`src/rtl/lcrb_pkg.sv`:
```
// Lapped chunk ring buffer: shared package.
// Command, status, register and job codes, the queue job word and the
// configuration bundle. No dependencies.
package lcrb_pkg;

	localparam int DEF_MAX_SLOTS       = 64;
	localparam int DEF_MAX_CHUNK_BYTES = 64;
	localparam int DEF_LAP_BITS        = 32;

	localparam int QUEUE_DEPTH = 2;

	localparam logic [6:0] REG_RESET_VALUE = 7'd64;

	// input commands
	localparam logic [2:0] CMD_WRITE = 3'd0;
	localparam logic [2:0] CMD_READ  = 3'd1;
	localparam logic [2:0] CMD_AVAIL = 3'd2;
	localparam logic [2:0] CMD_POS   = 3'd3;
	localparam logic [2:0] CMD_CLEAR = 3'd4;

	// result status
	localparam logic [1:0] ST_OK    = 2'd0;
	localparam logic [1:0] ST_EMPTY = 2'd1;
	localparam logic [1:0] ST_BAD   = 2'd2;

	// register indexes
	localparam logic REG_CHUNK_SIZE = 1'b0;
	localparam logic REG_NODES      = 1'b1;

	// job kinds handed from front to back
	localparam logic [1:0] JOB_EMIT  = 2'd0;
	localparam logic [1:0] JOB_READ  = 2'd1;
	localparam logic [1:0] JOB_AVAIL = 2'd2;

	typedef struct packed {
		logic [1:0]  kind;
		logic [1:0]  status;
		logic [15:0] amount;
		logic [5:0]  res_slot;
		logic [31:0] res_lap;
		logic [5:0]  cs;
		logic [6:0]  wslot;
	} job_t;

	typedef struct packed {
		logic [6:0] chunk_size;
		logic [6:0] nodes;
		logic [6:0] fill;      // slots [0, fill) hold a written length
	} cfg_t;

	function automatic logic [6:0] clamp_reg(input logic [6:0] v, input int hi);
		logic [6:0] r;
		r = v;
		if (v == 7'd0)
			r = 7'd1;
		else if (int'(v) > hi)
			r = 7'(hi);
		return r;
	endfunction

endpackage

```
`src/rtl/lcrb_queue.sv`:
```
// Lapped chunk ring buffer: short job queue between front and back.
// Depends on lcrb_pkg (job_t, QUEUE_DEPTH).
module lcrb_queue (
	input  logic          clk,
	input  logic          arst_n,
	input  logic          push,
	input  lcrb_pkg::job_t push_job,
	input  logic          pop,
	output lcrb_pkg::job_t head,
	output logic          empty,
	output logic          full
);

	localparam int DEPTH = lcrb_pkg::QUEUE_DEPTH;
	localparam int PTR_W = (DEPTH > 1) ? $clog2(DEPTH) : 1;

	lcrb_pkg::job_t   entry_q [DEPTH];
	logic [PTR_W-1:0] wr_ptr_q, rd_ptr_q;
	logic [PTR_W:0]   count_q;

	assign empty = (count_q == '0);
	assign full  = (count_q == (PTR_W+1)'(DEPTH));
	assign head  = entry_q[rd_ptr_q];

	function automatic logic [PTR_W-1:0] ptr_next(input logic [PTR_W-1:0] p);
		return (p == PTR_W'(DEPTH - 1)) ? '0 : p + 1'b1;
	endfunction

	always_ff @(posedge clk) begin
		if (push)
			entry_q[wr_ptr_q] <= push_job;
	end

	always_ff @(posedge clk or negedge arst_n) begin
		if (!arst_n) begin
			wr_ptr_q <= '0;
			rd_ptr_q <= '0;
			count_q  <= '0;
		end else begin
			if (push)
				wr_ptr_q <= ptr_next(wr_ptr_q);
			if (pop)
				rd_ptr_q <= ptr_next(rd_ptr_q);
			if (push && !pop)
				count_q <= count_q + 1'b1;
			else if (pop && !push)
				count_q <= count_q - 1'b1;
		end
	end

endmodule

```
`config.mk`:
```
export PLATFORM = sky130hd
export DESIGN_NAME = lcrb_queue
export DESIGN_NICKNAME = d
export VERILOG_FILES = /design/src/rtl/lcrb_pkg.sv /design/src/rtl/lcrb_queue.sv
export SDC_FILE = /design/constraint.sdc
export NUM_CORES = 1
export LEC_CHECK = 0
export BUFFER_PORTS_ARGS = -buffer_cell sky130_fd_sc_hd__buf_2
export CAP_MARGIN = 30
export CORE_MARGIN = 2
export CORE_UTILIZATION = 56
export DETAILED_ROUTE_END_ITERATION = 16
export PLACE_DENSITY_LB_ADDON = 0.2
export SYNTH_ARGS = -nofsm -noshare
export SYNTH_HDL_FRONTEND = slang
export SYNTH_SLANG_ARGS = --single-unit
export TNS_END_PERCENT = 100
```
`constraint.sdc`:
```
create_clock -name clk -period 10.1 [get_ports clk]
set_clock_uncertainty 0.05 [all_clocks]
set_input_delay 0 -clock clk [delete_from_list [all_inputs] [get_ports clk]]
set_output_delay 0 -clock clk [all_outputs]
set_load 0.01 [all_outputs]
```
==> results.md <==
- Die height: 104.5 um
- Layout cell share with drive strength beyond 1: 52.16%
- Status: completed
- Final hold vios: 0
- Layout area overhead: 37.75%
- Total core area: 9774 sq um
- Drt via density: 4.864
- Overflow after GRT: 0
- Final setup viols: 0
- Placed cell area: 6440 sq um
- Root Buffer: clkbuf_8
- Hold crit path type: input pin to register
- Pwr dens: 270.6 nW/um^2
- Global-route wire length before repair: 16440 um
- Clk slew on worst S/H paths: 0.06 ns
- Clock sink count: 146
- CTS tree: done
- All-Layer GR Usage: 20.28%
- CTS buffer count: 17
- Top cells by area, synth: edfxtp_1 75%, mux2_4 18%, buf_12 2.5%
- Top Ports: 148
- Die Wd: 104.5 um
- Post-place setup slack: 7.921 ns
- Relative slew slack: 36.40%
- Number of flops mapped to enable cells by yosys: 142
- Initial core utilization: 57.91%
- Drt wl/cell: 17.42 um
- Most frequent cell after synthesis: edfxtp_1
- DRT Pass-1 Iters: 6
- DP HPWL: 5808 um
- Post-synthesis sequential area ratio: 77.10%
- RSZ-0062 raised after global routing: false
- Yosys reg bits: 146
- Number of global-route vias before repair: 3223
- WP data arrival: 2.64 ns
- Number of diodes: 0
- Highest clock rate: 0.3723 GHz
- Post-synth top area cell: edfxtp_1
- Max Cap Viol: 0
- Minimum clock period: 2.686 ns
- Syn Nets: 313
- Via count of the routed design: 3006
- Total routed wirelength: 10770 um
- Setup TNS: 0 ns
- Syn avg cell area: 23.88 sq um
- Largest net degree at the start of global routing: 72
- Worst setup SP type: register
- RD Place Congestion: 0.6937
- WHS Path Cells: 2
- WS Path Type: register to output pin
- Maximum clock path buffer count: 2
- Post-route total power: 2110 uW
- DIE AREA: 10930 sq um
- Top FF cell, synth: edfxtp_1
- Post-route ant nets: 0
- Top post-synthesis cells by count: 142 x edfxtp_1, 69 x mux2_4, 7 x buf_12, 4 x dfrtp_1, 4 x xor2_1
- Leakage: 0.003188 uW
- Netlist cell types: 13
- # nets final: 548
- Hold buffer count at CTS: 75
- Final Instance Area: 7797 sq um
- Num rows: 36
- Skew-Pair Late Insertion Delay: 0.51 ns
- Post-CTS Setup Bufs: 0
- DRC violations left: 0
- Synth top area share: 75.33%
- Crit path capture type: output pin
- Synthesized instance count: 237
- Synth Warn #: 0
- Synthesized area: 5660 sq um
- Initial antenna violation count: 0
- Initial DRC count: 126
- PortBufs: 147
- WP data required: 10.05 ns
- Worst-Margin Slew: 0.9540 ns
- Fin. max-slew vios: 0
- Crit Path Max Fanout: 40
- Setup slack after layout: 7.414 ns
- Ys async rst share: 2.740%
- Maximum VDD drop: 0.0002031 V
- Period utilisation layout: 26.59%
- H-tree Lvls: 4
- Post-CTS sizing: 0
- Reg2Reg Depth: 2
-- through the flow --
stage          hold slack (ns)  std cells  util [%]
3_5_place_dp           -0.2366        511     65.89
5_1_grt                 0.1484        618     79.77
4_1_cts                 0.1261        618     79.77
2_1_floorplan          -0.3456        237         -
3_3_place_gp           -0.2423        511     65.89
6_report                0.1537        618     79.77
-- final timing paths --
kind	startpoint	endpoint	slack [ns]
max	rd_ptr_q	head[51]	7.41
min	push_job[0]	entry_q[0][0]	0.15
max reg2reg	wr_ptr_q	entry_q[0][26]	8.26
min reg2reg	count_q[1]	count_q[1]	0.44
max in group asynchronous	arst_n	rd_ptr_q	9.46
min in group asynchronous	arst_n	count_q[0]	0.33
-- report_power, final --
part	internal [uW]	switching, uW
combinational	325	270
sequential	808	71.2
clock	401	235
-- layout by cell type, fill, tap and decap left out --
| cell type | n |
|---|---|
| buf_2 | 147 |
| edfxtp_1 | 142 |
| dlygate4sd3_1 | 75 |
| mux2_4 | 69 |
| clkbuf_16 | 16 |
| clkinvlp_4 | 5 |
| xor2_1 | 4 |
| bufinv_16 | 4 |
| dfrtp_1 | 3 |
| nor2_1 | 2 |
| mux2_2 | 2 |
| clkinv_2 | 2 |
| clkbuf_1 | 2 |
| buf_4 | 2 |
| inv_1 | 1 |
| nor2b_1 | 1 |
| and2_4 | 1 |
| nor2b_4 | 1 |
| xnor2_1 | 1 |
| ha_1 | 1 |
| clkbuf_8 | 1 |
| clkinv_4 | 1 |
| inv_6 | 1 |
| dfrtp_4 | 1 |
-- final cells by class --
cell class | instances | area [sq um]
tap | 133 | 166.4
fill | 536 | 1977
sequential | 146 | 4368
timing repair buffer | 224 | 1501
multi-input combinational | 82 | 1151
inverter | 1 | 3.754
clock inverter | 13 | 185.2
clock buffer | 19 | 421.7
-- cell families (layout without fill, tap and decap cells) --
family / after synthesis / in the layout / synth area share (%)
and+or+nand+nor: 5 / 5 / 0.4643
buffers and inverters: 9 / 257 / 2.741
muxes: 71 / 71 / 18.70
adders and majority gates: 1 / 1 / 0.2210
xor gates and xnor gates: 5 / 5 / 0.7736
DFF: 146 / 146 / 77.10
-- metal layers --
metal	vias up	GRT usage, %	wire [um]	share of wire [%]
met4	0	7.819	156	1.4
li1	1409	-	-	-
met5	-	0	0	0
met3	14	5.365	455	4.2
met1	1493	22.20	4255	40
met2	90	37.39	5898	55
-- worst max-delay path, stage by stage, from the launching register on --
cell and delay [ns]:
dfrtp_4 0.84, buf_4 0.72, mux2_2 0.42, buf_2 0.14
-- registers in the layout, summed over array words and instances (netlist names) --
signal and count:
entry_q 142, rd_ptr_q 1, count_q 2, wr_ptr_q 1
(Power assumes the default switching activity.)
