===== config.mk =====
export PLATFORM = sky130hd
export DESIGN_NAME = lcrb_ram
export DESIGN_NICKNAME = d
export VERILOG_FILES = /design/src/rtl/lcrb_ram.sv
export SDC_FILE = /design/constraint.sdc
export NUM_CORES = 1
export LEC_CHECK = 0
export ABC_CLOCK_PERIOD_IN_PS = 3500
export BUFFER_PORTS_ARGS = -buffer_cell sky130_fd_sc_hd__buf_4
export CAP_MARGIN = 40
export CORE_UTILIZATION = 45
export CTS_CLUSTER_SIZE = 40
export DETAILED_ROUTE_END_ITERATION = 8
export GPL_ROUTABILITY_DRIVEN = 0
export PLACE_DENSITY_LB_ADDON = 0.15
export RECOVER_POWER = 50
export SYNTH_ARGS = -nofsm -noshare
export SYNTH_HDL_FRONTEND = slang
export SYNTH_SLANG_ARGS = --single-unit

===== constraint.sdc =====
create_clock -name clk -period 3.5 [get_ports clk]
set_clock_uncertainty 0.15 [all_clocks]
set_input_delay 0.7 -clock clk [delete_from_list [all_inputs] [get_ports clk]]
set_output_delay 0.7 -clock clk [all_outputs]
set_load 0.01 [all_outputs]

===== src/rtl/lcrb_ram.sv =====
// Lapped chunk ring buffer: generic single-write, single-read RAM.
// Registered read data, held while no read is issued. No dependencies.
module lcrb_ram #(
	parameter int WIDTH  = 8,
	parameter int DEPTH  = 64,
	parameter int ADDR_W = (DEPTH > 1) ? $clog2(DEPTH) : 1
) (
	input  logic              clk,
	input  logic              wr_en,
	input  logic [ADDR_W-1:0] wr_addr,
	input  logic [WIDTH-1:0]  wr_data,
	input  logic              rd_en,
	input  logic [ADDR_W-1:0] rd_addr,
	output logic [WIDTH-1:0]  rd_data
);

	logic [WIDTH-1:0] mem [DEPTH];

	always_ff @(posedge clk) begin
		if (wr_en)
			mem[wr_addr] <= wr_data;
		if (rd_en)
			rd_data <= mem[rd_addr];
	end

endmodule


==> results of run 1 <==
synth_stat cells (all sizes together) (3+ instances only):
cell type | count | area, um^2
o21ai | 4 | 20.0
mux4 | 126 | 2840
nand3b | 3 | 22.5
a21oi | 3 | 15.0
nor3 | 7 | 35.0
mux2i | 23 | 230
nand2 | 19 | 71.3
o221ai | 8 | 70.1
a211oi | 4 | 30.0
mux2 | 13 | 146
nor2b | 14 | 87.6
o22ai | 8 | 50.1
nand3 | 13 | 65.1
nor2 | 83 | 312
o2bb2ai | 3 | 26.3
a22oi | 3 | 22.5
buf | 34 | 253
edfxtp | 520 | 15600
nand2b | 7 | 43.8
o2111ai | 3 | 26.3
clkbuf | 17 | 63.8
a221oi | 6 | 52.6
critical path: cells and delay by family:
| family | cells | cell delay [ps] |
|---|---|---|
| AOI/OAI and AO/OA | 2 | 420 |
| buffers and inverters | 4 | 790 |
| muxes | 2 | 680 |
| and+or+nand+nor | 1 | 270 |
placed cells by master, fill, tap and decap left out, types with 2 or more instances in the layout:
cell type,count
sky130_fd_sc_hd__buf_12,9
sky130_fd_sc_hd__o221ai_1,8
sky130_fd_sc_hd__nor2_1,83
sky130_fd_sc_hd__nand4_1,2
sky130_fd_sc_hd__clkinv_1,11
sky130_fd_sc_hd__clkbuf_1,14
sky130_fd_sc_hd__mux2_2,13
sky130_fd_sc_hd__o221a_2,2
sky130_fd_sc_hd__nand3b_1,3
sky130_fd_sc_hd__mux2i_1,23
sky130_fd_sc_hd__a221oi_1,6
sky130_fd_sc_hd__buf_4,109
sky130_fd_sc_hd__a211oi_1,4
sky130_fd_sc_hd__o32ai_1,2
sky130_fd_sc_hd__o41ai_1,2
sky130_fd_sc_hd__o21ai_1,2
sky130_fd_sc_hd__o2111ai_1,3
sky130_fd_sc_hd__a21oi_1,3
sky130_fd_sc_hd__bufinv_16,6
sky130_fd_sc_hd__nor3_1,7
sky130_fd_sc_hd__nand3_1,13
sky130_fd_sc_hd__a2111oi_0,2
sky130_fd_sc_hd__clkinv_2,13
sky130_fd_sc_hd__o21a_1,2
sky130_fd_sc_hd__o21ai_0,2
sky130_fd_sc_hd__clkbuf_16,55
sky130_fd_sc_hd__nand2_1,19
sky130_fd_sc_hd__mux4_2,126
sky130_fd_sc_hd__a22oi_1,3
sky130_fd_sc_hd__nor2b_1,14
sky130_fd_sc_hd__nor4_1,2
sky130_fd_sc_hd__nand2b_1,7
sky130_fd_sc_hd__o22ai_1,8
sky130_fd_sc_hd__o2bb2ai_1,3
sky130_fd_sc_hd__clkbuf_2,8
sky130_fd_sc_hd__edfxtp_1,520
per-stage QoR:
| step | setup WS (ps) | cell area (um^2) | hold WS (ps) |
|---|---|---|---|
| CTS | 767 | 23500 | 296 |
| detailed placement | 131 | 21800 | 703 |
| finish | 798 | 23500 | 477 |
| global placement | 156 | 21800 | 732 |
| floorplan | 844 | 20200 | 647 |
| global route | 711 | 23500 | 485 |
power breakdown:
part           leakage, uW  internal [uW]  switching, uW
clock             0.000858           3320           2340
combinational      0.00197            266            408
sequential         0.00469           6910           15.9
cell type report:
class,instances,area [um^2]
Fill cell,3526,20800
Sequential cell,520,15600
Multi-Input combinational cell,369,4320
Clock buffer,66,1420
Timing Repair Buffer,130,1060
Tap cell,592,741
Clock inverter,34,323
routing by layer:
metal,part of all wire (%),routed length [um]
met5,0,0
met2,48,22400
met4,3.3,1570
met3,4.8,2280
met1,44,20800
state kept, by name, summed over array words and instances (netlist names):
register / count
mem: 512
rd_data: 8
final timing paths:
| check | cells after the start | end | from | slack (ps) |
|---|---|---|---|---|
| worst max-delay path | 9 | rd_data[1] | rd_addr[0] | 800 |
| worst min-delay path | 3 | mem[55][0] | wr_addr[2] | 480 |
| worst max register to register | 5 | rd_data[6] | mem[21][6] | 1200 |
| worst min register to register | 4 | rd_data[1] | mem[18][1] | 720 |
cell families after synthesis:
logic type	after synthesis	synth area share, %
buffers and inverters	51	1.56
muxes	162	15.9
and+or+nand+nor	153	3.37
DFF	520	77.1
AOI/OAI and AO/OA	54	2.06
==> results list, run 1 <==
- For this design, the slowest cell found on the critical path is sky130_fd_sc_hd__mux4_2.
- The final number of hold-violating endpoints came to 0.
- Relative to the synthesized area, the layout overhead comes to 15.9%.
- Final-report max-slew violation count: 0
- The setup path with the least slack is of type input port to flop.
- Met1 Resource Use GR: 30.4%
* Global-route wire length before repair: 70100 um
* Pin count of the biggest net entering global routing: 65
- Clock tree synthesis selected as its root buffer the cell sky130_fd_sc_hd__clkbuf_16.
- The worst pin sits at a relative slew slack of 1.79%.
- Number of remaining DRC errors: 0
- Area of the mapped netlist: 20200 um^2
* Antenna fix cells: 0
- In the synthesized netlist the dominant register cell turns out to be sky130_fd_sc_hd__edfxtp_1.
* Average cell area after synthesis: 21.5 um^2
* Max clock buf depth: 3
- The total overflow left after global routing is 0.
* Power density cells: 565 nW/um^2
* Flip-flop and latch count after synthesis: 520
* Standard-cell rows: 77
- Once placement completed, the tool counted placed cells totaling 1611.
* Die Footprint: 45800 um^2
* Arrival time of data at the critical path endpoint: 2900 ps
- Post-cts repair resize count: 0
- The run finished with clean final reports.
- Total Power Consumption: 13300 uW
- Count of clock tree sinks: 520
* Overall Global Routing Usage: 21.2%
- STA classifies the critical path endpoint as a flop.
* Initial DRC count: 865
* Overall via count from detail_route: 9816
- Post-layout instance count excluding filler cells: 1711
- Number of hold-repair buffers added at the cts stage: 0
- In this run the tool buffered the top-level ports with 30 buffer cells.
* Hpwl dp: 28700 um
- Synth Net Count: 963
- Met3 track demand over resource in global routing: 3.05%
- In the finished design, the share of the clock period the worst path needs comes to 77.2%.
- EDFF count, synth: 520
* Max FO, Critical Path: 17
* Total core area: 44300 um^2
- The clock tree synthesis step divided the H-tree into 2 levels.
- The Yosys step of the flow raised 0 warnings.
- In this run the worst hold path is classified as input port to flop.
- Of the cells placed in the final design, the portion with a size suffix greater than 1 is 30.9%.
- Top-level port count: 31
- Total number of nets in the final design: 1098
- In this run, distinct cell masters in the synthesized netlist total 39.
* Nature of the critical path startpoint: input port
- The worst-case IR drop observed on VDD is 0.313 mV.
- Die height: 214 um
- Critical-path cell list: clkbuf_8 -> buf_12 -> buf_4 -> buf_4 -> mux4_2 -> mux2i_1 -> o2111ai_1 -> nand2_1 -> o2bb2ai_1
- The via count of the first global-routing pass is 10200.
* DIE WIDTH: 214 um
- Number of max-capacitance violations reported: 0
- GRT Max-Usage Layer: met2
- Clock transition at the registers of the reported paths: 60 ps
- Post-CTS Setup Repair Bufs: 0
* CP max stage delay: 510 ps
- Async set or reset register ratio after synthesis: 0%
- Initial antenna violation count: 0
* First-pass DRT Iterations: 5
- TritonCTS built the clock tree.
- Post-DR wirelength/cell: 27.5 um
- Setup repair after global routing left no endpoint under its margin.
- After technology mapping, the gate count stands at 940.
- Most common cell on crit path: sky130_fd_sc_hd__buf_4
* Setup tns final: 0 ps
* Worst skew pair latency: 600 ps
- Sequential cells were found to cover 77.1% of the synthesized design area.
* Clock period minus final worst setup slack: 2700 ps
- The analysis attributes to cell leakage a power of 0.00751 uW.
- Via density: 5.74
- At the pin with the least slew margin, the transition time is 1470 ps.
* TritonCTS buffer count: 54
* Final number of setup-violating endpoints: 0
- Once the floorplan was initialized, standard cells occupied 45.7% of the core.
* Total routed wirelength: 47100 um
- For met2 alone, demand over resource in global routing was 33.3%.
- The count of nets left with antenna violations once routing finished came out at 0.
* Post-layout utilization of the core: 53.0%
- Timing would allow up to 370 MHz.
- CP Data Required Time: 3690 ps
Note: power is estimated with default switching activity, not from simulation.
==> inputs of run 2 (changes only) <==
Settings changed: ABC_CLOCK_PERIOD_IN_PS 3500 to 2500.
Clock period 3.5 ns to 2.5 ns, I/O delays scaled along.
==> run 2 against run 1 <==
Die area unchanged; non-clock buffer count increased by 36; hold slack got worse by 230 ps; cell count is 1.7% higher; power grew 35%; global-route usage decreased by 0.13 points; utilization is 0.22 points higher.
==> results list, run 2 (synthesis gave the netlist of run 1 again) <==
- The post-route DRC violation count is 0 (unchanged).
- Traced cell by cell, the critical path runs through clkbuf_8 -> buf_4 -> buf_4 -> mux4_2 -> a2111oi_1 -> buf_4 -> o41ai_1.
* Worst-case reg-to-reg path depth: 5 (unchanged)
* Final-report max-slew violation count: 0 (unchanged)
* Number of max-capacitance violations reported: 0 (unchanged)
- The final number of hold-violating endpoints was 0 (unchanged).
- Power density cells: 757 nW/um^2 (+34%)
* Pin count of the biggest net entering global routing: 65 (unchanged)
- Maximum level of the CTS H-tree: 2 (unchanged)
- The number of placed I/O pins was 31 (unchanged).
- Clock tree from TritonCTS: built
* Worst skew pair latency: 600 ps (about the same)
- Initial DRC count: 983 (+14%)
* Headroom to the max-slew limit: 2.58% (+0.78 points)
- Post-route worst setup slack: 41.8 ps (-756 ps)
- Vias in the first global route: 10200 (+0.44%)
- Setup repair after global routing left no endpoint under its margin.
* Buf/Inv on CP: 4 (unchanged)
- Post-DR wirelength/cell: 27.1 um (-1.7%)
* Worst slack at placement: -670 ps (-801 ps)
- CP max stage delay: 700 ps (+190 ps)
- Max reg flops: 512 (unchanged)
- Fill cell total of the finished layout: 3471 (-1.6%)
* Overall Global Routing Usage: 21.1% (-0.13 points)
- TritonCTS buffer count: 53 (-1.9%)
- The number of buffers added for setup after CTS was 0 (unchanged).
* Standby leakage power: 0.00760 uW (+1.1%)
- The worst setup path is launched from an input port.
* Count of clock tree sinks: 520 (unchanged)
* Arrival time of data at the critical path endpoint: 2630 ps (-270 ps)
- Initial core utilization: 45.7% (unchanged)
- Leaving out fill and tap cells, the most frequent cell in the layout is sky130_fd_sc_hd__edfxtp_1.
- The setup path with the least slack is of type input port to flop.
- End of the worst hold path: rd_data[5]
- The final instance area is 23600 um^2 (+0.42%).
- The wire length of the first global-routing pass was 69700 um (-0.56%).
- The vias after detailed routing came to 9936 (+1.2%).
* Worst Hold Launch: rd_addr[5]
* Destination of the worst register-to-register timing path: rd_data[3]
- The post-route antenna net violation count was 0 (unchanged).
- The peak supply drop came to 0.448 mV (+43%).
* Post-layout instance count excluding filler cells: 1740 (+1.7%)
- The cell family contributing the most delay on the critical path is buffers and inverters.
- Largest regs: mem (512), rd_data (8)
- Area growth from synthesis to final layout: 16.4%
- Static timing analysis puts the maximum clock frequency at 407 MHz.
- The number of vias per cell is 5.71 (-0.46%).
* CP Data Required Time: 2680 ps (-1010 ps)
* Clock period minus final worst setup slack: 2460 ps
- Initial antenna violation count: 0 (unchanged)
* Max FO, Critical Path: 11 (-6)
- The area inside the core boundary was 44300 um^2 (unchanged).
- Total routed wirelength: 47100 um (about the same)
- The floorplan row count is 77 (unchanged).
- The die outline width came to 214 um (unchanged).
- Antenna fix cells: 0 (unchanged)
- The total congestion overflow after global routing is 0 (unchanged).
* Die height: 214 um (unchanged)
* Transition time of the tightest slew-check pin: 1460 ps (-11.8 ps)
- The first-pass detailed-route iteration total came to 5 (unchanged).
* Total number of nets in the final design: 1133 (+3.2%)
- The area of placed instances is 22100 um^2 (+1.4%).
- Commonest cells after routing, fill and taps aside: 520 x sky130_fd_sc_hd__edfxtp_1, 143 x sky130_fd_sc_hd__buf_4, 126 x sky130_fd_sc_hd__mux4_2, 83 x sky130_fd_sc_hd__nor2_1, 53 x sky130_fd_sc_hd__clkbuf_16
- The clock-pin slew of the registers on the worst-case setup and hold paths came to 60 ps (about the same).
- The share of post-route cells with drive strength above 1 was 32.1% (+1.2 points).
- Final number of setup-violating endpoints: 0 (unchanged)
- Count of input and output buffers: 30 (unchanged)
* # placed instances: 1647 (+2.2%)
- Total Power Consumption: 17800 uW (+35%)
* Die Footprint: 45800 um^2 (unchanged)
* Final worst-path cycle share: 98.3%
- Crit-path slowest cell: sky130_fd_sc_hd__a2111oi_1
- Root buf cell: sky130_fd_sc_hd__clkbuf_16
- The cell count of the worst hold path came to 2 (-1).
* Run status: finished clean
- The maximum buffer depth of the clock tree is 3 (unchanged).
- Register name with the most flops: mem
- Reg-to-reg startpoint: mem[3][3]
- Counting stages on the worst path, the most repeated cell is sky130_fd_sc_hd__buf_4.
- In this run the worst hold path is classified as input port to flop.
- Capturing element type of the critical path: flop
- R2R setup slack: 160 ps (-1040 ps)
- Hpwl dp: 29400 um (+2.5%)
==> run 2: cell types whose count changed in the layout (fill, tap and decap cells not counted), sizes merged <==
cell	before	now
buf	118	154
bufinv	6	1
clkbuf	78	82
clkinv	25	21
clkinvlp	1	0
inv	2	1
==> run 2: routing by layer <==
layer / share of wire, % / up-vias / track usage [%] / wire (um)
li1: - / 4281 / - / -
met1: 44 / 5260 / 30.7 / 20500
met2: 48 / 332 / 33.1 / 22700
met3: 6.3 / 63 / 4.03 / 2970
met4: 1.9 / 0 / 4.98 / 872
met5: 0 / - / 0 / 0
==> run 2: area by class of cell <==
class	count	area, um^2	share of cell area (%)
repair buffers	166	1360	5.76
flip-flops and latches	520	15600	66.2
clock inverters	23	153	0.648
multi-input cells	369	4320	18.3
well taps	592	741	3.14
clock buffers	70	1390	5.90
==> run 2: worst register-to-register path: stages, from the launching register on <==
cell and delay, ps:
sky130_fd_sc_hd__edfxtp_1 350, sky130_fd_sc_hd__mux4_2 460, sky130_fd_sc_hd__nor2b_1 150, sky130_fd_sc_hd__a2111oi_1 670, sky130_fd_sc_hd__buf_4 220, sky130_fd_sc_hd__o41ai_1 70
==> run 2: how the worst max path moves through the flow <==
stage | to | cells after the start | start | slack [ps]
6_report | rd_data[3] | 7 | rd_addr[0] | 40
5_1_grt | rd_data[3] | 7 | rd_addr[0] | 20
4_1_cts | rd_data[3] | 7 | rd_addr[0] | 90
3_5_place_dp | rd_data[3] | 7 | rd_addr[0] | -670
3_3_place_gp | rd_data[3] | 7 | rd_addr[0] | -680
2_1_floorplan | rd_data[3] | 7 | rd_addr[1] | 40
==> run 2: power breakdown <==
group / total [uW] / switching, uW / leakage, uW / internal [uW]
clock network: 7150 / 3160 / 0.000754 / 3990
registers: 9710 / 24.5 / 0.00469 / 9680
logic: 984 / 577 / 0.00216 / 407
==> run 2: metrics by stage <==
step,utilization (%),hold slack [ps],setup TNS (ps)
after global placement,49.8,718,-3200
after global routing,53.2,237,0
after detailed placement,49.8,721,-3140
after floorplan,-,449,0
after CTS,53.3,83.1,0
final,53.2,247,0
==> run 2: repair_timing <==
item	4_1_cts	5_1_grt
gates resized for setup	1	0
hold buffers	0	0
endpoints found under the setup margin	1	0
