## src/rtl/lcrb_pkg.sv

```systemverilog
// Lapped chunk ring buffer: shared package.
// Command, status, register and job codes, the queue job word and the
// configuration bundle. No dependencies.
package lcrb_pkg;

	localparam int DEF_MAX_SLOTS       = 64;
	localparam int DEF_MAX_CHUNK_BYTES = 64;
	localparam int DEF_LAP_BITS        = 32;

	localparam int QUEUE_DEPTH = 2;

	localparam logic [6:0] REG_RESET_VALUE = 7'd64;

	// input commands
	localparam logic [2:0] CMD_WRITE = 3'd0;
	localparam logic [2:0] CMD_READ  = 3'd1;
	localparam logic [2:0] CMD_AVAIL = 3'd2;
	localparam logic [2:0] CMD_POS   = 3'd3;
	localparam logic [2:0] CMD_CLEAR = 3'd4;

	// result status
	localparam logic [1:0] ST_OK    = 2'd0;
	localparam logic [1:0] ST_EMPTY = 2'd1;
	localparam logic [1:0] ST_BAD   = 2'd2;

	// register indexes
	localparam logic REG_CHUNK_SIZE = 1'b0;
	localparam logic REG_NODES      = 1'b1;

	// job kinds handed from front to back
	localparam logic [1:0] JOB_EMIT  = 2'd0;
	localparam logic [1:0] JOB_READ  = 2'd1;
	localparam logic [1:0] JOB_AVAIL = 2'd2;

	typedef struct packed {
		logic [1:0]  kind;
		logic [1:0]  status;
		logic [15:0] amount;
		logic [5:0]  res_slot;
		logic [31:0] res_lap;
		logic [5:0]  cs;
		logic [6:0]  wslot;
	} job_t;

	typedef struct packed {
		logic [6:0] chunk_size;
		logic [6:0] nodes;
		logic [6:0] fill;      // slots [0, fill) hold a written length
	} cfg_t;

	function automatic logic [6:0] clamp_reg(input logic [6:0] v, input int hi);
		logic [6:0] r;
		r = v;
		if (v == 7'd0)
			r = 7'd1;
		else if (int'(v) > hi)
			r = 7'(hi);
		return r;
	endfunction

endpackage

```

## src/rtl/lcrb_back.sv

```systemverilog
// Lapped chunk ring buffer: back end. Pops jobs, streams chunk bytes,
// walks slot lengths for available, and owns the output register.
// Depends on lcrb_pkg.
module lcrb_back #(
	parameter int MAX_CHUNK_BYTES = lcrb_pkg::DEF_MAX_CHUNK_BYTES,
	parameter int BA_W            = 12,
	parameter int LA_W            = 6
) (
	input  logic            clk,
	input  logic            arst_n,
	input  logic            q_empty,
	input  lcrb_pkg::job_t  q_head,
	output logic            q_pop,
	input  lcrb_pkg::cfg_t  cfg_i,
	output logic            heavy_done,
	output logic            br_en,
	output logic [BA_W-1:0] br_addr,
	input  logic [7:0]      br_data,
	output logic            lr_en,
	output logic [LA_W-1:0] lr_addr,
	input  logic [6:0]      lr_data,
	output logic            out_valid,
	input  logic            out_stall,
	output logic [1:0]      status,
	output logic [7:0]      out_byte,
	output logic            last_out,
	output logic [15:0]     amount,
	output logic [5:0]      next_slot,
	output logic [31:0]     next_lap
);

	localparam logic [2:0] B_IDLE  = 3'd0;
	localparam logic [2:0] B_EMIT  = 3'd1;
	localparam logic [2:0] B_RLEN  = 3'd2;
	localparam logic [2:0] B_RBYTE = 3'd3;
	localparam logic [2:0] B_AVAIL = 3'd4;
	localparam logic [2:0] B_AVOUT = 3'd5;

	logic [2:0]     st_q, st_n;
	lcrb_pkg::job_t job_q;
	logic [6:0]     len_q, k_q, idx_q, idx_s1;
	logic           pend_q, iss_all_q, pend_s1;
	logic [15:0]    acc_q;

	logic           out_valid_q, out_free, load_c;
	logic [1:0]     ld_status;
	logic [7:0]     ld_byte;
	logic           ld_last;
	logic [15:0]    ld_amount;
	logic [5:0]     ld_slot;
	logic [31:0]    ld_lap;

	logic [6:0]     len_raw, len_c, idx_nx, av_len;
	logic           take, issue, av_issue;
	logic [16:0]    sum17;

	assign out_free  = !out_valid_q || !out_stall;
	assign out_valid = out_valid_q;

	// a slot never written since the last register write reads as chunk_size
	assign len_raw = ({1'b0, job_q.cs} < cfg_i.fill) ? lr_data : cfg_i.chunk_size;
	always_comb begin
		len_c = len_raw;
		if (len_raw == 7'd0)
			len_c = 7'd1;
		else if (len_raw > 7'(MAX_CHUNK_BYTES))
			len_c = 7'(MAX_CHUNK_BYTES);
	end

	assign take  = (st_q == B_RBYTE) && pend_q && out_free;
	assign issue = (st_q == B_RBYTE) && (!pend_q || take) && !iss_all_q;

	assign idx_nx   = (idx_q + 7'd1 == cfg_i.nodes) ? 7'd0 : idx_q + 7'd1;
	assign av_issue = (st_q == B_AVAIL) && !iss_all_q;
	assign av_len   = (idx_s1 < cfg_i.fill) ? lr_data : cfg_i.chunk_size;
	assign sum17    = {1'b0, acc_q} + 17'(av_len);

	always_comb begin
		st_n       = st_q;
		q_pop      = 1'b0;
		heavy_done = 1'b0;
		lr_en      = 1'b0;
		lr_addr    = LA_W'(idx_q);
		load_c     = 1'b0;
		ld_status  = lcrb_pkg::ST_OK;
		ld_byte    = 8'd0;
		ld_last    = 1'b1;
		ld_amount  = 16'd0;
		ld_slot    = job_q.res_slot;
		ld_lap     = job_q.res_lap;
		unique case (st_q)
			B_IDLE: begin
				if (!q_empty) begin
					q_pop = 1'b1;
					unique case (q_head.kind)
						lcrb_pkg::JOB_READ: begin
							lr_en   = 1'b1;
							lr_addr = LA_W'(q_head.cs);
							st_n    = B_RLEN;
						end
						lcrb_pkg::JOB_AVAIL: st_n = B_AVAIL;
						default:             st_n = B_EMIT;
					endcase
				end
			end
			B_EMIT: begin
				if (out_free) begin
					load_c    = 1'b1;
					ld_status = job_q.status;
					ld_amount = job_q.amount;
					st_n      = B_IDLE;
				end
			end
			B_RLEN: st_n = B_RBYTE;
			B_RBYTE: begin
				if (take) begin
					load_c    = 1'b1;
					ld_byte   = br_data;
					ld_last   = iss_all_q;
					ld_amount = 16'(len_q);
					if (iss_all_q) begin
						heavy_done = 1'b1;
						st_n       = B_IDLE;
					end
				end
			end
			B_AVAIL: begin
				lr_en = av_issue;
				if (iss_all_q && !pend_s1)
					st_n = B_AVOUT;
			end
			B_AVOUT: begin
				if (out_free) begin
					load_c     = 1'b1;
					ld_amount  = acc_q;
					heavy_done = 1'b1;
					st_n       = B_IDLE;
				end
			end
			default: st_n = B_IDLE;
		endcase
	end

	assign br_en   = issue;
	assign br_addr = BA_W'(job_q.cs) * BA_W'(MAX_CHUNK_BYTES) + BA_W'(k_q);

	always_ff @(posedge clk or negedge arst_n) begin
		if (!arst_n) begin
			st_q        <= B_IDLE;
			out_valid_q <= 1'b0;
			pend_q      <= 1'b0;
			iss_all_q   <= 1'b0;
			pend_s1     <= 1'b0;
		end else begin
			st_q <= st_n;
			if (load_c)
				out_valid_q <= 1'b1;
			else if (!out_stall)
				out_valid_q <= 1'b0;
			if (st_q == B_IDLE) begin
				iss_all_q <= 1'b0;
				pend_q    <= 1'b0;
				pend_s1   <= 1'b0;
			end else if (st_q == B_RBYTE) begin
				if (issue) begin
					pend_q    <= 1'b1;
					iss_all_q <= (k_q + 7'd1 == len_q);
				end else if (take) begin
					pend_q <= 1'b0;
				end
			end else if (st_q == B_AVAIL) begin
				pend_s1 <= av_issue;
				if (av_issue)
					iss_all_q <= (idx_nx == job_q.wslot);
			end
		end
	end

	always_ff @(posedge clk) begin
		if (q_pop) begin
			job_q <= q_head;
			idx_q <= {1'b0, q_head.cs};
			acc_q <= 16'd0;
		end
		if (st_q == B_RLEN) begin
			len_q <= len_c;
			k_q   <= 7'd0;
		end
		if (issue)
			k_q <= k_q + 7'd1;
		if (av_issue) begin
			idx_q  <= idx_nx;
			idx_s1 <= idx_q;
		end
		if (st_q == B_AVAIL && pend_s1)
			acc_q <= sum17[16] ? 16'hFFFF : sum17[15:0];
		if (load_c) begin
			status    <= ld_status;
			out_byte  <= ld_byte;
			last_out  <= ld_last;
			amount    <= ld_amount;
			next_slot <= ld_slot;
			next_lap  <= ld_lap;
		end
	end

endmodule

```

## config.mk

```make
export PLATFORM = sky130hd
export DESIGN_NAME = lcrb_back
export DESIGN_NICKNAME = d
export VERILOG_FILES = /design/src/rtl/lcrb_pkg.sv /design/src/rtl/lcrb_back.sv
export SDC_FILE = /design/constraint.sdc
export NUM_CORES = 1
export LEC_CHECK = 0
export BUFFER_PORTS_ARGS = -buffer_cell sky130_fd_sc_hd__buf_2
export CELL_PAD_IN_SITES_DETAIL_PLACEMENT = 1
export CELL_PAD_IN_SITES_GLOBAL_PLACEMENT = 1
export CORE_MARGIN = 1.5
export CORE_UTILIZATION = 45
export DETAILED_ROUTE_END_ITERATION = 10
export PLACE_DENSITY_LB_ADDON = 0.1
export SLEW_MARGIN = 20
export SYNTH_ARGS = -nofsm -noshare
export SYNTH_HDL_FRONTEND = slang
export SYNTH_SLANG_ARGS = --single-unit
```

## constraint.sdc

```tcl
create_clock -name clk -period 12.3 [get_ports clk]
set_input_delay 0 -clock clk [delete_from_list [all_inputs] [get_ports clk]]
set_output_delay 0 -clock clk [all_outputs]
set_load 0.01 [all_outputs]
```

==> impl_metrics.env, run 1 <==
export IMPL_status="complete, no violations"
export IMPL_ctsHoldBuffers=81
export IMPL_cts_buffers=17
export IMPL_p_per_area_nw_per_um2=210
export IMPL_syn_area_um2=8230
export IMPL_grt_usage_pct=24.8
export IMPL_drc=0
export IMPL_placed_area_um2=9430
export IMPL_stdcell_count=1123
export IMPL_postCtsSetupBuffers=0
export IMPL_cp_top_family="compound AO/OA/AOI/OAI gates"
export IMPL_hold_violations=0
export IMPL_dp_hpwl_um=15500
export IMPL_tightest_slew_ns=1.01
export IMPL_power_total_mw=2.28
export IMPL_antenna_found_initial=0
export IMPL_routed_wl_um=23200
export IMPL_setup_worst_path_start_class="register"
export IMPL_syn_nets=740
export IMPL_fmax_ghz=0.225
export IMPL_period_needed_ns=4.45
export IMPL_clock_latency_ns=0.44
export IMPL_fillers=1829
export IMPL_core_area_um2=18000
export IMPL_leakage_nw=4.32
export IMPL_dieWidth_um=138
export IMPL_dieArea_um2=19100
export IMPL_htreeDepth=4
export IMPL_synthArstFlopShare_pct=3.78
export IMPL_clock_path_buffers=2
export IMPL_yosys_top_cells_area="edfxtp_1, ha_1, xor2_1, dfrtp_1, a21oi_1"
export IMPL_drtIter0Drc=350
export IMPL_wl_per_cell_um=20.7
export IMPL_finalNetCount=1017
export IMPL_grt_max_degree=66
export IMPL_synth_top_area_share_pct=64.9
export IMPL_cpPeakStageDelay_ns=0.75
export IMPL_cts_sinks=185
export IMPL_syn_area_per_cell_um2=13.6
export IMPL_slew_viol_final=0
export IMPL_cp_slowest_cell="or4b_1"
export IMPL_viasPerCell=5.41
export IMPL_postSynthCellCount=604
export IMPL_fin_tns_setup_ns=0
export IMPL_synth_seq_cells=185
export IMPL_synthFlopType="edfxtp_1"
export IMPL_grt_overflow=0
export IMPL_vias=6073
export IMPL_slew_headroom_pct=32.1
export IMPL_tritoncts="yes"
export IMPL_ant_nets=0
export IMPL_required_ns=12.54
export IMPL_maxCapViolations=0
export IMPL_synth_top_family_by_area="simple AND/OR/NAND/NOR gates"
export IMPL_worstSetupEndpointType="register"
export IMPL_drive_gt1_share_pct=28.1
export IMPL_min_period_over_period_pct=36.2
export IMPL_synthAdderAreaFrac_pct=3.89
export IMPL_synth_cell_types=55
export IMPL_rows=49
export IMPL_cts_root_buf="clkbuf_16"
export IMPL_ctsResizeCount=0
export IMPL_path_cells="ha_1 -> a21o_1 -> a21o_1 -> a21o_1 -> a21oi_1 -> o211ai_1 -> nand3_1 -> ha_1 -> inv_1 -> fa_1 -> nor2b_1 -> o21a_1 -> o21ai_1 -> a21oi_1 -> or4b_1 -> a21oi_1"
export IMPL_ioPinCount=199
export IMPL_synthSimpleGateAreaFrac_pct=10.0
export IMPL_grt_pass1_vias=6402
export IMPL_synth_warnings=0
export IMPL_met3_usage_pct=4.19
export IMPL_arrival_ns=4.69
export IMPL_syn_to_final_growth_pct=31.5
export IMPL_antenna_cells=0
export IMPL_rsz0062_at_grt="false"
export IMPL_io_buffers=198
export IMPL_synth_edff_count=178
export IMPL_worst_path_buf_inv=1
export IMPL_top_usage_layer="met2"
export IMPL_synthXorXnorAreaFrac_pct=4.36
export IMPL_grtUsageMet2_pct=43.4
export IMPL_grt_pass1_wl_um=36600
export IMPL_fin_skew_ns=0.0184
export IMPL_drt_pass1_iterations=5
export IMPL_ir_worst_vdd_v=0.000123
export IMPL_muxShareOfSynthArea_pct=3.16
export IMPL_setup_viol=0
export IMPL_clkTransAtPathRegs_ns=0.07
export IMPL_die_y_um=138
export IMPL_use_met1_pct=32.7
export IMPL_ys_seq_area_share_pct=67.1
export IMPL_min_path_type="input pin to register"
export IMPL_placed_cells=1010
export IMPL_fin_area_um2=10800
export IMPL_yosysTopAreaCell="edfxtp_1"
export IMPL_synth_compound_area_share_pct=9.06
export IMPL_criticalPathCategory="register to register"
export IMPL_routabilityCongestion=0.859
export IMPL_initial_core_util_pct=45.8
export IMPL_cp_max_fo=13
## cells in the final DEF, fill, tap and decap left out, drive strengths merged, types with 8 or more instances in the layout
master / Yosys / final
nor2: 35 / 35
o211ai: 10 / 10
nand2: 39 / 39
clkbuf: 14 / 17
nand4: 10 / 10
a21oi: 34 / 34
mux2i: 17 / 17
edfxtp: 178 / 178
o21ai: 28 / 28
buf: 10 / 201
xnor2: 16 / 16
nand3: 29 / 29
ha: 24 / 24
dlygate4sd3: 0 / 81
a21o: 10 / 10
xor2: 25 / 25
inv: 23 / 29
and3: 10 / 10
mux2: 8 / 8
clkinv: 0 / 8
and2: 9 / 9
## synth_stat cells (7+ instances only)
library cell	instances
mux2_2	8
and2_1	8
a21oi_1	34
clkbuf_1	14
and3_1	9
dfrtp_1	7
nand2_1	39
o211ai_1	10
nor2_1	35
a21o_1	10
inv_1	22
mux2i_1	17
edfxtp_1	178
xnor2_1	16
xor2_1	25
nand3_1	28
ha_1	24
nand4_1	10
o21ai_0	26
## report_power, final
group	internal (mW)	switching (mW)	total, mW
registers	0.930	0.104	1.03
logic	0.259	0.445	0.704
clock network	0.271	0.266	0.538
total	1.46	0.815	2.28
## worst paths after layout
kind | from | to | slack (ns) | cells after the start
min in group asynchronous | arst_n | st_q[0]$_DFFE_PN0P_ | 0.60 | 3
max in group asynchronous | arst_n | iss_all_q$_DFFE_PN0P_ | 11.40 | 3
setup reg to reg | idx_s1[1]$_DFFE_PP_ | acc_q[5]$_SDFFCE_PN0P_ | 7.85 | 16
hold / removal | cfg_i[17] | len_q[3]$_SDFFCE_PP0N_ | 0.04 | 3
setup / recovery | idx_s1[1]$_DFFE_PP_ | acc_q[5]$_SDFFCE_PN0P_ | 7.85 | 16
hold reg to reg | ld_lap[12]$_DFFE_PP_ | next_lap[12]$_DFFE_PP_ | 0.42 | 0
## metrics by stage
stage                     worst slack [ns]  hold WS (ns)  utilization (%)
after floorplan                       8.12        -0.296                -
after global placement                8.13        -0.139             52.5
after detailed placement              8.02        -0.134             52.5
after CTS                             7.88        0.0178             60.2
after global routing                  7.58        0.0134             60.2
final                                 7.85        0.0371             60.2
## state kept, by name, summed over array words and instances (netlist names), 8 cells and up
register  count
next_lap     32
out_byte      8
acc_q        16
job_q        31
ld_lap       32
amount       16
## cells by family after synthesis
| family | Yosys count |
|---|---|
| fa+ha+maj | 25 |
| simple gates | 164 |
| buf+inv | 47 |
| mux | 25 |
| compound gates | 117 |
| flops | 185 |
| xor+xnor | 41 |
## cell type report
class	instances	area [µm²]	area share (%)
Sequential cell	185	5520	51.0
Multi-Input combinational cell	372	2520	23.3
Timing Repair Buffer	282	1820	16.9
Clock buffer	17	425	3.93
Tap cell	229	287	2.65
Clock inverter	15	159	1.47
Inverter	23	86.3	0.798
## metal layers
metal / part of all wire [%] / up-vias
met5: 0 / -
met4: 0.79 / 0
met3: 3.9 / 10
met2: 51 / 168
met1: 44 / 3060
li1: - / 2835
## worst min-delay path, stage by stage
cell and delay [ns]:
buf_2 0.13, nand3_1 0.07, a22oi_1 0.07
Power figures use the tool's default switching activity.
==> run 2: changes to the inputs <==
Settings changed: ABC_AREA set to 1, CORE_UTILIZATION 45 to 38.
Clock period 12.3 ns to 3.7 ns, I/O delays scaled along.
==> impl_metrics.env, run 2 <==
export IMPL_status="complete, no violations"
export IMPL_min_path_type="input pin to register"
export IMPL_arrival_ns=3.71
export IMPL_ioPinCount=199
export IMPL_postSynthCellCount=693
export IMPL_fin_hold_ws_ns=0.0151
export IMPL_synthAdderAreaFrac_pct=3.94
export IMPL_p_per_area_nw_per_um2=694
export IMPL_die_y_um=149
export IMPL_synth_cell_types=37
export IMPL_initial_core_util_pct=38.7
export IMPL_antenna_cells=0
export IMPL_clock_latency_ns=0.43
export IMPL_grt_max_degree=66
export IMPL_drtIter0Drc=231
export IMPL_synth_warnings=0
export IMPL_dr_wl_met3_um=918
export IMPL_syn_nets=829
export IMPL_synth_most_common_cell="edfxtp_1"
export IMPL_cp_slowest_cell="edfxtp_1"
export IMPL_grt_usage_pct=20.2
export IMPL_placed_area_um2=9470
export IMPL_criticalPathCategory="register to register"
export IMPL_maxCapViolations=0
export IMPL_synthSimpleGateAreaFrac_pct=12.9
export IMPL_synthFlopType="edfxtp_1"
export IMPL_ir_worst_vdd_v=0.000344
export IMPL_drc=0
export IMPL_fmax_ghz=0.285
export IMPL_synth_top_area_share_pct=65.8
export IMPL_slew_headroom_pct=47.7
export IMPL_dp_hpwl_um=15700
export IMPL_cts_root_buf="clkbuf_16"
export IMPL_finalNetCount=1128
export IMPL_tightest_slew_ns=0.784
export IMPL_hold_violations=0
export IMPL_fin_skew_ns=0.0149
export IMPL_drt_pass1_iterations=4
export IMPL_routed_wl_um=22200
export IMPL_drive_gt1_share_pct=27.7
export IMPL_mostFrequentLayoutCells="buf_2, edfxtp_1, nand2_1, inv_1, dlygate4sd3_1"
export IMPL_ys_seq_area_share_pct=67.9
export IMPL_rsz0062_at_grt="true"
export IMPL_synth_compound_area_share_pct=6.45
export IMPL_core_area_um2=21000
export IMPL_wl_met2_um=11100
export IMPL_setup_viol=0
export IMPL_synthTopCellsByCount="edfxtp_1, nand2_1, inv_1, nor2_1, a21oi_1"
export IMPL_m1WireLength_um=9920
export IMPL_syn_area_per_cell_um2=11.7
export IMPL_rows=53
export IMPL_clock_path_buffers=2
export IMPL_synthArstFlopShare_pct=3.78
export IMPL_fin_area_um2=11000
export IMPL_muxShareOfSynthArea_pct=0.416
export IMPL_synth_edff_count=178
export IMPL_antenna_found_initial=0
export IMPL_cts_sinks=185
export IMPL_cpPeakStageDelay_ns=0.43
export IMPL_path_cells="ha_4 -> o211ai_1 -> nand2_1 -> nand4_1 -> o211ai_1 -> buf_4 -> buf_4 -> a21oi_1 -> ha_1 -> inv_2 -> nor3_4 -> nand2_1 -> o211ai_1 -> nand4_1 -> nor3_2 -> inv_1 -> buf_4 -> nand2_1 -> nand3_1 -> nand2_1 -> inv_1"
export IMPL_grt_overflow=0
export IMPL_min_period_over_period_pct=94.7
export IMPL_leakage_nw=4.78
export IMPL_power_total_mw=7.66
export IMPL_ant_nets=0
export IMPL_tritoncts="yes"
export IMPL_worstSetupEndpointType="register"
export IMPL_synthXorXnorAreaFrac_pct=2.69
export IMPL_required_ns=3.90
export IMPL_yosysTopAreaCell="edfxtp_1"
export IMPL_wl_per_cell_um=17.4
export IMPL_routed_top_layer="met4"
export IMPL_period_needed_ns=3.50
export IMPL_syn_to_final_growth_pct=35.8
export IMPL_cts_buffers=17
export IMPL_setup_worst_path_start_class="register"
export IMPL_io_buffers=198
export IMPL_dieArea_um2=22300
export IMPL_final_common_cell="buf_2"
export IMPL_routabilityCongestion=0.838
export IMPL_htreeDepth=4
export IMPL_clkTransAtPathRegs_ns=0.08
export IMPL_path_common_cell="nand2_1"
export IMPL_dieWidth_um=149
export IMPL_grt_pass1_wl_um=34100
export IMPL_grt_pass1_vias=6364
export IMPL_yosys_top_cells_area="edfxtp_1, nand2_1, inv_1, ha_1, nor2_1"
export IMPL_syn_area_um2=8130
export IMPL_vias=6134
export IMPL_slew_viol_final=0
export IMPL_cp_max_fo=7
export IMPL_viasPerCell=4.79
export IMPL_synth_seq_cells=185
export IMPL_synth_top_family_by_area="simple AND/OR/NAND/NOR gates"
-- run 2: metal layers --
metal / global-route usage (%) / up-vias
li1: - / 2974
met1: 26.1 / 2965
met2: 34.6 / 170
met5: 0 / -
met3: 3.49 / 25
met4: 6.04 / 0
-- run 2: stage by stage --
stage / utilization (%) / setup TNS (ns) / cells / setup WS [ns]
floorplan: - / 0 / 693 / 0.351
global placement: 45.1 / 0 / 1161 / 0.0979
detailed placement: 45.1 / -0.328 / 1161 / -0.0721
CTS: 51.9 / 0 / 1274 / 0.0355
global route: 52.5 / -0.118 / 1280 / -0.0624
finish: 52.5 / 0 / 1280 / 0.197
-- run 2: repair_timing --
item	in CTS	in global routing
cloned	0	1
resized for setup	1	25
setup buffers	1	5
hold buffers	80	0
endpoints found under the hold margin	91	0
pin swaps	1	14
setup endpoints to repair	15	15
-- run 2: cell type report --
type	count	area, µm²
multi-input combinational	394	2250
timing repair buffer	295	1930
tap	275	344
fill	2292	9990
clock inverter	15	194
inverter	99	372
sequential	185	5520
clock buffer	17	425
-- run 2: logic make-up (layout without fill, tap and decap cells) --
| kind of cell | count (synthesis) | in the layout |
|---|---|---|
| AND/OR/NAND/NOR | 246 | 246 |
| multiplexers | 3 | 3 |
| AO/OA/AOI/OAI | 95 | 95 |
| adder cells (fa/ha/maj) | 25 | 25 |
| XOR/XNOR | 25 | 25 |
| flip-flops | 185 | 185 |
| buffers and inverters | 114 | 426 |
-- run 2: critical path, delay by kind of cell, from the launching register on --
family	cells	cell delay (ns)
adders and majority gates	2	0.63
DFF	1	0.43
buffers and inverters	6	0.71
and+or+nand+nor	9	1.01
AOI/OAI and AO/OA	4	0.50
-- run 2: final timing paths --
| check | endpoint | cells after the start | slack (ns) | from |
|---|---|---|---|---|
| setup / recovery | acc_q[13]$_SDFFCE_PN0P_ | 21 | 0.20 | idx_s1[2]$_DFFE_PP_ |
| setup reg to reg | acc_q[13]$_SDFFCE_PN0P_ | 21 | 0.20 | idx_s1[2]$_DFFE_PP_ |
| hold / removal | len_q[1]$_SDFFCE_PP0N_ | 3 | 0.02 | lr_data[1] |
| min in group asynchronous | st_q[2]$_DFFE_PN0P_ | 3 | 0.55 | arst_n |
| max in group asynchronous | iss_all_q$_DFFE_PN0P_ | 3 | 2.87 | arst_n |
| hold reg to reg | next_slot[1]$_DFFE_PP_ | 0 | 0.42 | ld_slot[1]$_DFFE_PP_ |
-- run 2: where the power goes --
group          leakage [nW]  internal [mW]  switching (mW)  total, mW
logic                  2.73          0.834            1.54       2.37
registers              1.75           3.14           0.279       3.42
clock network         0.300          0.928           0.936       1.86
total                  4.78           4.91            2.75       7.66
==> run 3: changes to the inputs <==
Settings changed: ABC_AREA 1 to not set, CORE_UTILIZATION 38 to 39.
==> impl_metrics.env, run 3 (synthesis gave the netlist of run 1 again) <==
export IMPL_clock_latency_ns=0.44
export IMPL_cp_top_family="compound AO/OA/AOI/OAI gates"
export IMPL_rsz0062_at_grt="true"
export IMPL_vias=6030
export IMPL_ant_nets=0
export IMPL_min_path_type="input pin to register"
export IMPL_fmax_ghz=0.274
export IMPL_maxCapViolations=0
export IMPL_path_cells="ha_1 -> a21o_1 -> a21o_1 -> a21o_1 -> a21oi_2 -> buf_4 -> o211ai_1 -> and3_1 -> fa_2 -> nor2b_1 -> o21a_1 -> o21ai_2 -> a21oi_2 -> or4b_4 -> buf_6 -> a31oi_2"
export IMPL_routabilityCongestion=0.901
export IMPL_slew_headroom_pct=35.6
export IMPL_cts_buffers=17
export IMPL_arrival_ns=3.95
export IMPL_tightest_slew_ns=0.956
export IMPL_antenna_cells=0
export IMPL_rows=52
export IMPL_routed_wl_um=22800
export IMPL_wl_per_cell_um=19.4
export IMPL_worst_path_buf_inv=2
export IMPL_antenna_found_initial=0
export IMPL_required_ns=3.99
export IMPL_drive_gt1_share_pct=31.1
export IMPL_min_period_over_period_pct=98.8
export IMPL_r2r_slack_ns=0.05
export IMPL_placed_cells=1063
export IMPL_finalNetCount=1032
export IMPL_grt_usage_pct=21.1
export IMPL_drtIter0Drc=309
export IMPL_stdcell_count=1179
export IMPL_grt_pass1_wl_um=35100
export IMPL_leakage_nw=4.42
export IMPL_tritoncts="yes"
export IMPL_io_buffers=198
export IMPL_hold_violations=0
export IMPL_clock_path_buffers=2
export IMPL_drc=0
export IMPL_slew_viol_final=0
export IMPL_mostFrequentLayoutCells="buf_2, edfxtp_1, dlygate4sd3_1, nand2_1, nor2_1"
export IMPL_cts_sinks=185
export IMPL_grt_overflow=0
export IMPL_grt_max_degree=45
export IMPL_grt_pass1_vias=6367
export IMPL_clkTransAtPathRegs_ns=0.08
export IMPL_period_needed_ns=3.65
export IMPL_criticalPathCategory="register to register"
export IMPL_status="complete, no violations"
export IMPL_viasPerCell=5.11
export IMPL_worstSetupEndpointType="register"
export IMPL_initial_core_util_pct=40.2
export IMPL_cpPeakStageDelay_ns=0.49
export IMPL_p_per_area_nw_per_um2=693
export IMPL_dp_hpwl_um=15700
export IMPL_fin_hold_ws_ns=0.0287
export IMPL_ir_worst_vdd_v=0.000363
export IMPL_htreeDepth=4
export IMPL_drt_pass1_iterations=5
export IMPL_die_y_um=148
export IMPL_cp_slowest_cell="or4b_4"
export IMPL_cp_max_fo=6
export IMPL_dieArea_um2=22000
export IMPL_cts_root_buf="clkbuf_16"
export IMPL_path_common_cell="a21o_1"
export IMPL_setup_worst_path_start_class="register"
export IMPL_setup_viol=0
export IMPL_fin_skew_ns=0.0129
export IMPL_ioPinCount=199
export IMPL_final_common_cell="buf_2"
export IMPL_dieWidth_um=148
export IMPL_core_area_um2=20500
export IMPL_syn_to_final_growth_pct=35.1
run 3: worst paths after layout:
check	startpoint	end	depth (start not counted)
worst max-delay path	idx_s1[1]$_DFFE_PP_	acc_q[13]$_SDFFCE_PN0P_	16
worst min-delay path	lr_data[5]	len_q[5]$_SDFFCE_PP0N_	3
worst max register to register	idx_s1[1]$_DFFE_PP_	acc_q[13]$_SDFFCE_PN0P_	16
worst min register to register	ld_lap[1]$_DFFE_PP_	next_lap[1]$_DFFE_PP_	0
max in group asynchronous	arst_n	iss_all_q$_DFFE_PN0P_	3
min in group asynchronous	arst_n	st_q[1]$_DFFE_PN0P_	3
run 3: routing by layer:
| metal | share of wire (%) | track usage, % | vias up |
|---|---|---|---|
| li1 | - | - | 2862 |
| met1 | 44 | 26.8 | 2952 |
| met2 | 50 | 36.5 | 194 |
| met3 | 4.6 | 4.33 | 22 |
| met4 | 1.5 | 6.14 | 0 |
| met5 | 0 | 0 | - |
run 3: area by class of cell:
class                           instances  area (µm²)
Tap cell                              270         338
Clock inverter                         15         190
Timing Repair Buffer                  297        1960
Clock buffer                           17         425
Multi-Input combinational cell        372        2600
Inverter                               23        86.3
Sequential cell                       185        5520
Fill cell                            2130        9380
run 3: per-stage QoR:
stage / setup slack [ns] / setup TNS [ns] / utilization (%) / total power, mW / instance area (µm²)
5_1_grt: -0.150 / -1.40 / 54.2 / 8.13 / 11100
3_5_place_dp: -0.00561 / -0.00561 / 46.8 / 5.77 / 9580
2_1_floorplan: 0.0288 / 0 / - / 4.84 / 8240
4_1_cts: 0.00508 / 0 / 53.9 / 7.72 / 11100
3_3_place_gp: 0.103 / 0 / 46.8 / 5.69 / 9580
6_report: 0.0462 / 0 / 54.2 / 7.71 / 11100
run 3: worst min-delay path: stages:
cell and delay [ns]:
buf_2 0.13, o21ai_0 0.07, a22oi_1 0.08
run 3: power breakdown:
| part | switching, mW | total, mW | internal (mW) |
|---|---|---|---|
| Combinational | 1.51 | 2.45 | 0.938 |
| Clock | 0.918 | 1.84 | 0.925 |
| Sequential | 0.334 | 3.42 | 3.09 |
| Total | 2.76 | 7.71 | 4.95 |
run 3: timing repair:
action | 4_1_cts | 5_1_grt
hold endpoints to repair | 93 | 0
setup endpoints to repair | 13 | 16
buffers inserted | 2 | 0
pin swaps | 5 | 8
resized for setup | 5 | 15
hold buffers | 82 | 0
